`src/rtl/core/gasp_pkg.sv`:
```
// gasp_pkg: shared constants, status codes and structs of the glyph atlas shelf packer
// used by gasp_place and glyph_atlas_shelf_packer; depends on nothing
`timescale 1ns / 1ps

package gasp_pkg;

   // page limit and derived counter widths
   localparam int MAX_PAGES   = 16;
   localparam int PAGE_CNT_W  = $clog2(MAX_PAGES + 1);
   localparam int PAGE_IDX_W  = 4;

   // field widths
   localparam int GLYPH_W     = 12;
   localparam int ATLAS_W     = 13;
   localparam int CSR_IDX_W   = 1;

   // reset values of the page size registers
   localparam logic [ATLAS_W-1:0] ATLAS_WIDTH_RESET  = 13'd2048;
   localparam logic [ATLAS_W-1:0] ATLAS_HEIGHT_RESET = 13'd512;

   // register indexes
   localparam logic [CSR_IDX_W-1:0] CSR_ATLAS_WIDTH  = 1'b0;
   localparam logic [CSR_IDX_W-1:0] CSR_ATLAS_HEIGHT = 1'b1;

   // result status codes
   typedef enum logic [1:0] {
      STATUS_CURRENT_PAGE = 2'd0,
      STATUS_NEW_PAGE     = 2'd1,
      STATUS_TOO_LARGE    = 2'd2,
      STATUS_PAGE_LIMIT   = 2'd3
   } status_type;

   // packing state carried between items
   typedef struct packed {
      logic [ATLAS_W-1:0]    cursor_x;
      logic [ATLAS_W-1:0]    cursor_y;
      logic [GLYPH_W-1:0]    row_height;
      logic [PAGE_CNT_W-1:0] pages_opened;
   } pack_state_type;

   // one placement result
   typedef struct packed {
      status_type            status;
      logic [PAGE_IDX_W-1:0] page_index;
      logic [GLYPH_W-1:0]    place_x;
      logic [GLYPH_W-1:0]    place_y;
   } place_result_type;

endpackage

```
`src/rtl/core/gasp_place.sv`:
```
// gasp_place: one shelf placement pass over the current packing state
// depends on gasp_pkg
`timescale 1ns / 1ps

module gasp_place (
   input  gasp_pkg::pack_state_type      state,
   input  logic [gasp_pkg::ATLAS_W-1:0]  atlas_width,
   input  logic [gasp_pkg::ATLAS_W-1:0]  atlas_height,
   input  logic [gasp_pkg::GLYPH_W-1:0]  glyph_width,
   input  logic [gasp_pkg::GLYPH_W-1:0]  glyph_height,
   output gasp_pkg::pack_state_type      next_state,
   output gasp_pkg::place_result_type    result
);

   logic                               have_page;
   logic                               dims_ok;
   logic                               at_limit;
   logic [gasp_pkg::ATLAS_W:0]         x_end;
   logic [gasp_pkg::ATLAS_W:0]         y_end;
   logic                               x_over;
   logic                               y_over;
   logic [gasp_pkg::ATLAS_W+1:0]       row_next_y;
   logic [gasp_pkg::ATLAS_W+1:0]       wrap_y_end;
   logic                               wrap_ok;
   logic                               cur_fit;
   logic [gasp_pkg::ATLAS_W-1:0]       pos_x;
   logic [gasp_pkg::ATLAS_W-1:0]       pos_y;
   logic [gasp_pkg::GLYPH_W-1:0]       base_height;
   logic [gasp_pkg::ATLAS_W:0]         next_x;
   logic [gasp_pkg::PAGE_CNT_W-1:0]    page_last;

   // fit tests against the current row and the next row
   always_comb begin
      have_page  = (state.pages_opened != '0);
      dims_ok    = ({1'b0, glyph_width} < atlas_width) && ({1'b0, glyph_height} < atlas_height);
      at_limit   = (state.pages_opened >= gasp_pkg::PAGE_CNT_W'(gasp_pkg::MAX_PAGES));
      x_end      = {1'b0, state.cursor_x} + {2'b00, glyph_width};
      y_end      = {1'b0, state.cursor_y} + {2'b00, glyph_height};
      x_over     = (x_end >= {1'b0, atlas_width});
      y_over     = (y_end >= {1'b0, atlas_height});
      row_next_y = {2'b00, state.cursor_y} + {3'b000, state.row_height}
                   + (gasp_pkg::ATLAS_W+2)'(1);
      wrap_y_end = row_next_y + {3'b000, glyph_height};
      wrap_ok    = (wrap_y_end < {2'b00, atlas_height});
      // after a row change the width always fits, since it is below the page width
      cur_fit    = have_page && dims_ok && (x_over ? wrap_ok : !y_over);
   end

   // placement position and cursor update in the current page
   always_comb begin
      pos_x       = x_over ? '0 : state.cursor_x;
      pos_y       = x_over ? row_next_y[gasp_pkg::ATLAS_W-1:0] : state.cursor_y;
      base_height = x_over ? '0 : state.row_height;
      next_x      = {1'b0, pos_x} + {2'b00, glyph_width} + (gasp_pkg::ATLAS_W+1)'(1);
      page_last   = state.pages_opened - gasp_pkg::PAGE_CNT_W'(1);
   end

   // choose between current page, new page and the error cases
   always_comb begin
      next_state        = state;
      result.status     = gasp_pkg::STATUS_PAGE_LIMIT;
      result.page_index = '0;
      result.place_x    = '0;
      result.place_y    = '0;
      if (cur_fit) begin
         result.status         = gasp_pkg::STATUS_CURRENT_PAGE;
         result.page_index     = gasp_pkg::PAGE_IDX_W'(page_last);
         result.place_x        = pos_x[gasp_pkg::GLYPH_W-1:0];
         result.place_y        = pos_y[gasp_pkg::GLYPH_W-1:0];
         next_state.cursor_x   = next_x[gasp_pkg::ATLAS_W-1:0];
         next_state.cursor_y   = pos_y;
         next_state.row_height = (glyph_height > base_height) ? glyph_height : base_height;
      end else if (!at_limit) begin
         // open a fresh page, counted even when the rectangle is too large
         next_state.pages_opened = state.pages_opened + gasp_pkg::PAGE_CNT_W'(1);
         next_state.cursor_y     = '0;
         if (dims_ok) begin
            result.status         = gasp_pkg::STATUS_NEW_PAGE;
            result.page_index     = gasp_pkg::PAGE_IDX_W'(state.pages_opened);
            next_state.cursor_x   = {1'b0, glyph_width} + gasp_pkg::ATLAS_W'(1);
            next_state.row_height = glyph_height;
         end else begin
            result.status         = gasp_pkg::STATUS_TOO_LARGE;
            next_state.cursor_x   = '0;
            next_state.row_height = '0;
         end
      end
   end

endmodule

```
`src/rtl/core/glyph_atlas_shelf_packer.sv`:
```
// glyph_atlas_shelf_packer: top level with input register, packing state and result register
// depends on gasp_pkg and gasp_place
`timescale 1ns / 1ps

// Places glyph rectangles into atlas pages by row-shelf packing with a one-pixel gap
// between rectangles and between rows. Each request item gives one response item with
// a status, the page index and the top-left corner. An accepted item goes through the
// input register, then the result register; a new item is taken every cycle while
// rsp_stall is low: the placement is a single pass of adds and compares on the
// registered cursor state, which is updated as the item moves into the result register.
// Page size is set through csr_index 0 (width) and 1 (height); write it only while idle.
module glyph_atlas_shelf_packer (
   input  logic                                clock,
   input  logic                                reset,
   input  logic                                csr_write_enable,
   input  logic [gasp_pkg::CSR_IDX_W-1:0]      csr_index,
   input  logic [gasp_pkg::ATLAS_W-1:0]        csr_write_data,
   input  logic                                req_valid,
   output logic                                req_stall,
   input  logic [gasp_pkg::GLYPH_W-1:0]        req_glyph_width,
   input  logic [gasp_pkg::GLYPH_W-1:0]        req_glyph_height,
   output logic                                rsp_valid,
   input  logic                                rsp_stall,
   output logic [1:0]                          rsp_status,
   output logic [gasp_pkg::PAGE_IDX_W-1:0]     rsp_page_index,
   output logic [gasp_pkg::GLYPH_W-1:0]        rsp_place_x,
   output logic [gasp_pkg::GLYPH_W-1:0]        rsp_place_y
);

   logic [gasp_pkg::ATLAS_W-1:0]  atlas_width_ff;
   logic [gasp_pkg::ATLAS_W-1:0]  atlas_height_ff;
   logic                          in_valid_ff;
   logic [gasp_pkg::GLYPH_W-1:0]  in_width_ff;
   logic [gasp_pkg::GLYPH_W-1:0]  in_height_ff;
   gasp_pkg::pack_state_type      state_ff;
   gasp_pkg::pack_state_type      state_in;
   logic                          rsp_valid_ff;
   gasp_pkg::place_result_type    result_ff;
   gasp_pkg::place_result_type    result_in;
   logic                          in_adv;
   logic                          req_take;

   // handshake: the input register moves on when the result register is free or drained
   assign in_adv    = in_valid_ff && (!rsp_valid_ff || !rsp_stall);
   assign req_stall = in_valid_ff && !in_adv;
   assign req_take  = req_valid && !req_stall;

   // page size registers
   always_ff @(posedge clock) begin
      if (reset) begin
         atlas_width_ff  <= gasp_pkg::ATLAS_WIDTH_RESET;
         atlas_height_ff <= gasp_pkg::ATLAS_HEIGHT_RESET;
      end else if (csr_write_enable) begin
         case (csr_index)
            gasp_pkg::CSR_ATLAS_WIDTH:  atlas_width_ff  <= csr_write_data;
            gasp_pkg::CSR_ATLAS_HEIGHT: atlas_height_ff <= csr_write_data;
            default: ;
         endcase
      end
   end

   // input register
   always_ff @(posedge clock) begin
      if (reset) begin
         in_valid_ff <= 1'b0;
      end else if (req_take) begin
         in_valid_ff <= 1'b1;
      end else if (in_adv) begin
         in_valid_ff <= 1'b0;
      end
   end

   always_ff @(posedge clock) begin
      if (req_take) begin
         in_width_ff  <= req_glyph_width;
         in_height_ff <= req_glyph_height;
      end
   end

   // placement pass
   gasp_place u_place (
      .state        (state_ff),
      .atlas_width  (atlas_width_ff),
      .atlas_height (atlas_height_ff),
      .glyph_width  (in_width_ff),
      .glyph_height (in_height_ff),
      .next_state   (state_in),
      .result       (result_in)
   );

   // packing state, updated once per item
   always_ff @(posedge clock) begin
      if (reset) begin
         state_ff <= '0;
      end else if (in_adv) begin
         state_ff <= state_in;
      end
   end

   // result register
   always_ff @(posedge clock) begin
      if (reset) begin
         rsp_valid_ff <= 1'b0;
      end else if (in_adv) begin
         rsp_valid_ff <= 1'b1;
      end else if (!rsp_stall) begin
         rsp_valid_ff <= 1'b0;
      end
   end

   always_ff @(posedge clock) begin
      if (in_adv) begin
         result_ff <= result_in;
      end
   end

   assign rsp_valid      = rsp_valid_ff;
   assign rsp_status     = result_ff.status;
   assign rsp_page_index = result_ff.page_index;
   assign rsp_place_x    = result_ff.place_x;
   assign rsp_place_y    = result_ff.place_y;

   // page count stays within the limit
   a_page_bound: assert property (@(posedge clock) disable iff (reset)
      state_ff.pages_opened <= gasp_pkg::PAGE_CNT_W'(gasp_pkg::MAX_PAGES))
      else $error("page count beyond limit");

   // error results carry no position
   a_error_zero: assert property (@(posedge clock) disable iff (reset)
      (rsp_valid_ff && (result_ff.status == gasp_pkg::STATUS_TOO_LARGE ||
                        result_ff.status == gasp_pkg::STATUS_PAGE_LIMIT))
      |-> (result_ff.page_index == '0 && result_ff.place_x == '0 && result_ff.place_y == '0))
      else $error("error result with nonzero position");

   // a page limit item leaves the state untouched
   a_limit_hold: assert property (@(posedge clock) disable iff (reset)
      (in_adv && result_in.status == gasp_pkg::STATUS_PAGE_LIMIT) |=> $stable(state_ff))
      else $error("state changed on page limit");

   // an item leaving the input register shows up as a response
   a_adv_valid: assert property (@(posedge clock) disable iff (reset)
      in_adv |=> rsp_valid_ff)
      else $error("advanced item lost");

endmodule

```
`config.mk`:
```
export PLATFORM = sky130hd
export DESIGN_NAME = glyph_atlas_shelf_packer
export DESIGN_NICKNAME = d
export VERILOG_FILES = /design/src/rtl/core/gasp_pkg.sv /design/src/rtl/core/gasp_place.sv /design/src/rtl/core/glyph_atlas_shelf_packer.sv
export SDC_FILE = /design/constraint.sdc
export NUM_CORES = 1
export LEC_CHECK = 0
export ABC_AREA = 1
export CAP_MARGIN = 20
export CORE_MARGIN = 2
export CORE_UTILIZATION = 30
export CTS_CLUSTER_DIAMETER = 40
export DETAILED_ROUTE_END_ITERATION = 10
export DONT_BUFFER_PORTS = 1
export PLACE_DENSITY_LB_ADDON = 0.1
export SLEW_MARGIN = 20
export SYNTH_ARGS = -nofsm -noshare
export SYNTH_HDL_FRONTEND = slang
export SYNTH_HIERARCHICAL = 1
export SYNTH_SLANG_ARGS = --single-unit
```
`constraint.sdc`:
```
create_clock -name clock -period 5.3 [get_ports clock]
set_input_delay 0.795 -clock clock [delete_from_list [all_inputs] [get_ports clock]]
set_output_delay 0.795 -clock clock [all_outputs]
set_load 0.05 [all_outputs]
```
==> flow_metrics.tcl, run 1 <==
set metrics [dict create \
    ir_worst_vdd_mv 0.236 \
    synthFlopType "dfxtp_1" \
    cp_slowest_cell "xor2_1" \
    tightest_slew_ns 1.04 \
    worstSetupEndpointType "flip-flop" \
    synth.distinct_cells 49 \
    ys_seq_area_share_pct 27.4 \
    numPortBuffers 0 \
    finalWeightedCongestion 0.842 \
    numCtsBuffers 17 \
    cts_root_buffer "clkbuf_16" \
    grt_pass1_wl_um 55400 \
    drt_iter0_drc 703 \
    die-width_um 196 \
    cap_viol_max_count 0 \
    antenna_found_initial 3 \
    placed_cell_area_um2 11900 \
    cts.sinks 125 \
    holdWs_ns 0.408 \
    synthCells 1573 \
    yosysTopAreaCell "ha_1" \
    hp-class "input port to flip-flop" \
    required_ns 5.68 \
    drc 0 \
    synth_edf_count 54 \
    power.total_mw 4.09 \
    multiInputGateArea_um2 7160 \
    cp_top_family "compound AO/OA/AOI/OAI gates" \
    fmax_mhz 199 \
    final_util_pct 35.8 \
    timing.critical_path.buf_inv 7 \
    clk_path_buf_depth 2 \
    instances_no_fill 2113 \
    syn_area_per_cell_um2 7.05 \
    period_needed_ns 5.03 \
    crit_path_max_fanout 10 \
    fin_nets 1812 \
    finClkSkew_ns 0.0143 \
    rsz0062_at_grt "yes" \
    drt_wl_total_um 36300 \
    p_per_area_nw_per_um2 313 \
    finalInstanceArea_um2 13100 \
    netlist_area_um2 11100 \
    synthTopCellsByArea "ha_1 (15%), edfxtp_1 (15%), nand2_1 (13%), dfxtp_1 (13%), inv_1 (6.9%)" \
    ys_async_sr_fraction_pct 0 \
    start_kind "flip-flop" \
    ctsHoldBuffers 0 \
    drv_slew 0 \
    p_leak_nw 6.11 \
    crit_path_frequent_cell "nand2_1" \
    row_count 70 \
    synth_top_area_share_pct 15.0 \
    cts_tree "built" \
    slowest_delay_ns 0.39 \
    dp_cells 2058 \
    core_um2 36500 \
    clock_latency_ns 0.45 \
    setup_viol_count_final 0 \
    fillCellCount 3867 \
    yosys_warnings 6 \
    first_pass_iters 5 \
    wl_per_cell_um 17.2 \
    synthToLayoutAreaGrowth_pct 17.7 \
    critical_path_class "flip-flop to flip-flop" \
    clk_pin_slew_ns 0.06 \
    final.period_utilization_pct 94.9 \
    synth_nets 1754 \
    dieHeight_um 196 \
    drive_gt1_share_pct 13.9 \
    cp.arrival_ns 5.41 \
    via_count 10416 \
    grt_pass1_vias 9843 \
    htree_num_levels 4 \
    vias_per_cell 4.93 \
    ff_latch_area_um2 3050 \
    grt_use_total_pct 18.6 \
    initial_core_util_pct 30.4 \
    finalHoldViolations 0 \
    grt_overflow_total 0 \
    final_antenna_net_count 0 \
    max-slew-margin-rel_pct 30.9 \
    hpwl_um 26700 \
    ios 75 \
    die_area_um2 38500 \
    ys_ff_latch 125 \
    status "finished clean" \
    grt_max_degree 89 \
]
==> cells in the mapped netlist (all sizes together), types with 8 or more instances <==
| cell | n |
|---|---|
| o21bai | 8 |
| inv | 209 |
| nor2 | 151 |
| clkbuf | 14 |
| nand3 | 107 |
| edfxtp | 54 |
| a21oi | 129 |
| ha | 133 |
| nand2 | 395 |
| buf | 43 |
| xnor2 | 18 |
| nand3b | 18 |
| nor3 | 26 |
| o22ai | 10 |
| nand4 | 16 |
| o21ai | 85 |
| dfxtp | 71 |
| a21o | 8 |
| xor2 | 43 |
==> where the power goes <==
part | switching (mW) | leakage (nW) | internal [mW]
logic | 1.03 | 4.73 | 0.687
registers | 0.121 | 1.11 | 1.08
clock network | 0.492 | 0.272 | 0.681
total | 1.65 | 6.11 | 2.45
==> per-layer routing <==
metal	track usage [%]	wire length [um]	vias to the layer above
li1	-	-	5307
met1	27.5	19000	4847
met2	27.1	15000	226
met3	3.82	1700	32
met4	5.02	484	4
met5	0	21	-
==> metrics by stage <==
step                setup slack (ns)  setup TNS (ns)
floorplan                      0.499               0
global placement             0.00307               0
detailed placement           -0.0519          -0.107
CTS                           0.0331               0
global route                 -0.0561          -0.275
finish                         0.272               0
==> registers in the layout, indices dropped and copies added (netlist names) <==
| signal | flops |
|---|---|
| state_ff | 43 |
| rsp_valid | 1 |
| in_width_ff | 12 |
| atlas_height_ff | 13 |
| rsp_status | 2 |
| in_height_ff | 12 |
| atlas_width_ff | 13 |
| rsp_place_x | 12 |
| rsp_place_y | 12 |
| in_valid_ff | 1 |
| rsp_page_index | 4 |
==> cell families after synthesis <==
logic type | after synthesis | share of synthesized area, %
and+or+nand+nor | 719 | 28.1
buffers and inverters | 267 | 10.3
AOI/OAI and AO/OA | 263 | 13.5
adders and majority gates | 138 | 15.9
DFF | 125 | 27.4
xor gates and xnor gates | 61 | 4.82
==> worst paths after layout <==
| path | from | to | slack (ns) | cells past startpoint |
|---|---|---|---|---|
| setup / recovery | state_ff[18]$_SDFFE_PP0P_ | state_ff[30]$_SDFFE_PP0P_ | 0.27 | 31 |
| setup reg to reg | state_ff[18]$_SDFFE_PP0P_ | state_ff[30]$_SDFFE_PP0P_ | 0.27 | 31 |
| hold reg to reg | state_ff[5]$_SDFFE_PP0P_ | state_ff[5]$_SDFFE_PP0P_ | 0.48 | 2 |
| hold / removal | reset | in_valid_ff$_SDFFE_PP0P_ | 0.41 | 1 |
==> final cells by class <==
class | count | share of cell area [%]
Clock inverter | 10 | 0.690
Sequential cell | 125 | 23.4
Tap cell | 468 | 4.48
Clock buffer | 22 | 3.63
Inverter | 210 | 6.07
Timing Repair Buffer | 96 | 6.88
Antenna cell | 1 | 0.0192
Multi-Input combinational cell | 1181 | 54.8
==> what timing repair did <==
| action | in CTS | in global routing |
|---|---|---|
| setup endpoints to repair | 8 | 61 |
| setup buffers | 0 | 13 |
| gates resized for setup | 2 | 67 |
| cloned | 0 | 8 |
| pin swaps | 0 | 21 |
==> cells in the final DEF (no fill, tap or decap), drive strengths merged, types with 2 or more instances in the layout <==
master      n
nand2     395
inv       209
nor2      151
ha        133
a21oi     129
nand3     107
buf        91
o21ai      85
dfxtp      71
edfxtp     54
xor2       43
clkbuf     27
nor3       26
nand3b     18
xnor2      18
nand4      16
o22ai      10
a21o        8
o21bai      8
clkinv      7
a211oi      5
fa          5
nor4        4
o211ai      4
a31oi       4
clkinvlp    3
o2111ai     3
o21a        2
a21boi      2
Note: power is estimated with default switching activity, not from simulation.
==> run 2, diff against run 1 <==
==> constraint.sdc (replaced) <==
create_clock -name clock -period 4.7 [get_ports clock]
set_input_delay 0.705 -clock clock [delete_from_list [all_inputs] [get_ports clock]]
set_output_delay 0.705 -clock clock [all_outputs]
set_load 0.05 [all_outputs]
==> run 2 against run 1 <==
  * The flow now finishes with violations (negative setup slack)
  * Clock skew fell by 0.0036 ns
  * Via count rose by 4.9%
  * First-iteration DRC count fell by 23%
  * Core utilization rose by 6.3 points
  * Sequential share of layout area fell by 3.5 points
  * Design area rose by 18%
  * Wire length rose by 4.7%
  * Critical path depth rose by 2
  * Die area did not move
  * Clock power rose by 17%
  * Largest cell class unchanged
  * Largest power group unchanged
==> flow_metrics.tcl, run 2 (synthesis results as in run 1) <==
set metrics [dict create \
    status "complete, but fails checks" \
    failed_checks "negative setup slack" \
    drt_iter0_drc 540 \
    finalHoldViolations 0 \
    required_ns 5.04 \
    p_leak_nw 7.24 \
    critical_path_class "flip-flop to flip-flop" \
    period_needed_ns 4.84 \
    cts_root_buffer "clkbuf_16" \
    largest_reg_flops 43 \
    dieHeight_um 196 \
    top_layer_used "met5" \
    cts.sinks 125 \
    drv_slew 0 \
    core_um2 36500 \
    clk_pin_slew_ns 0.06 \
    wl_per_cell_um 16.8 \
    slowest_delay_ns 0.36 \
    grt_max_degree 87 \
    die-width_um 196 \
    ir_worst_vdd_mv 0.270 \
    final.period_utilization_pct 103 \
    die_area_um2 38500 \
    synthToLayoutAreaGrowth_pct 38.6 \
    finalWeightedCongestion 0.810 \
    regToRegStartpoint "state_ff[5]$_SDFFE_PP0P_" \
    cap_viol_max_count 0 \
    worstSetupEndpointType "flip-flop" \
    htree_num_levels 4 \
    regMostFlops "state_ff" \
    numCtsBuffers 17 \
    grt_use_total_pct 19.8 \
    drive_gt1_share_pct 29.6 \
    clock_latency_ns 0.44 \
    tightest_slew_ns 0.985 \
    initial_core_util_pct 30.4 \
    fmax_mhz 207 \
    start_kind "flip-flop" \
    setup_viol_count_final 44 \
    row_count 70 \
    grt_pass1_vias 10461 \
    first_pass_iters 5 \
    ios 75 \
    placed_cell_area_um2 12800 \
    hpwl_um 27400 \
    crit_path_max_fanout 6 \
    max-slew-margin-rel_pct 34.3 \
    clk_path_buf_depth 2 \
    cp_slowest_cell "fa_2" \
    antenna_found_initial 2 \
    wl_met3_um 1500 \
    wl_met1_um 19500 \
    layout_common_cells "nand2_1 (313), buf_4 (204), inv_1 (191)" \
    finClkSkew_ns 0.0107 \
    setup_ws_ns -0.135 \
    fin_nets 1964 \
    crit_path_frequent_cell "buf_4" \
    final_antenna_net_count 0 \
    finalInstanceArea_um2 15400 \
    top_regs "state_ff (43), atlas_height_ff (13), atlas_width_ff (13)" \
    via_count 10926 \
    cts_tree "built" \
    numPortBuffers 0 \
    rsz0062_at_grt "yes" \
    drc 0 \
    vias_per_cell 4.82 \
    hp-class "input port to flip-flop" \
    ctsHoldBuffers 0 \
    cp.arrival_ns 5.17 \
    grt_pass1_wl_um 58700 \
    wl_met2_um 16500 \
    setup.worst_path.start "state_ff[5]$_SDFFE_PP0P_" \
    mostFrequentLayoutCell "nand2_1" \
    holdWs_ns 0.326 \
    grt_overflow_total 0 \
    hold_start "reset" \
    p_per_area_nw_per_um2 347 \
    drt_wl_total_um 38000 \
]
-- run 2: cell count changes in the layout (fill, tap and decap cells not counted), moves of 13 or more --
cell,delta
buf_4,+126
nand2_1,-65
nand2_2,+35
nand2_4,+30
o21ai_0,-23
ha_1,-17
ha_4,+17
nand3_1,-14
o21ai_2,+14
nand3_2,+13
-- run 2: per-stage QoR --
step	std cells	setup TNS, ns	utilization (%)	setup slack [ns]	power, mW
after floorplan	1573	0	-	0.0220	2.56
after global routing	2264	-18.32	42.1	-0.455	5.68
after detailed placement	2169	-29.33	35.0	-0.659	3.24
final	2265	-4.05	42.1	-0.135	5.33
after global placement	2169	-29.42	35.0	-0.679	3.24
after CTS	2239	-5.00	39.3	-0.175	5.05
-- run 2: repair_timing --
action | CTS | global route
pin swaps | 62 | 98
cloned | 9 | 1
buffers inserted | 30 | 25
resized for setup | 144 | 187
hold endpoints to repair | 0 | 0
endpoints found under the setup margin | 61 | 61
-- run 2: area by class of cell --
| class | count | area, um^2 |
|---|---|---|
| fill | 3690 | 21200 |
| multi-input combinational | 1181 | 8040 |
| sequential | 125 | 3050 |
| timing repair buffer | 247 | 2280 |
| inverter | 210 | 811 |
| tap | 468 | 586 |
| clock buffer | 22 | 474 |
| clock inverter | 10 | 113 |
| timing repair inverter | 1 | 7.51 |
| antenna | 1 | 2.50 |
-- run 2: report_power, final --
group	switching, mW	total [mW]	internal (mW)	leakage [nW]
clock network	0.551	1.37	0.821	0.276
logic	1.43	2.62	1.19	5.85
registers	0.127	1.34	1.22	1.11
total	2.11	5.33	3.23	7.24
-- run 2: worst paths after layout --
kind	end	depth (start not counted)	slack, ns
worst max-delay path	state_ff[27]$_SDFFE_PP0P_	33	-0.14
worst min-delay path	rsp_valid$_SDFFE_PP0P_	1	0.33
worst max register to register	state_ff[27]$_SDFFE_PP0P_	33	-0.14
worst min register to register	state_ff[5]$_SDFFE_PP0P_	2	0.48
-- run 2: critical path, delay by kind of cell, from the launching register on --
family | cells | cell delay [ns]
xor+xnor | 2 | 0.33
fa+ha+maj | 4 | 1.03
flops | 1 | 0.34
compound gates | 7 | 1.05
simple gates | 11 | 0.92
buf+inv | 9 | 1.04
-- run 2: per-layer routing --
layer | vias up | GRT usage, %
met2 | 196 | 30.3
met3 | 23 | 3.35
met5 | - | 0
met1 | 5086 | 29.0
met4 | 2 | 4.69
li1 | 5619 | -
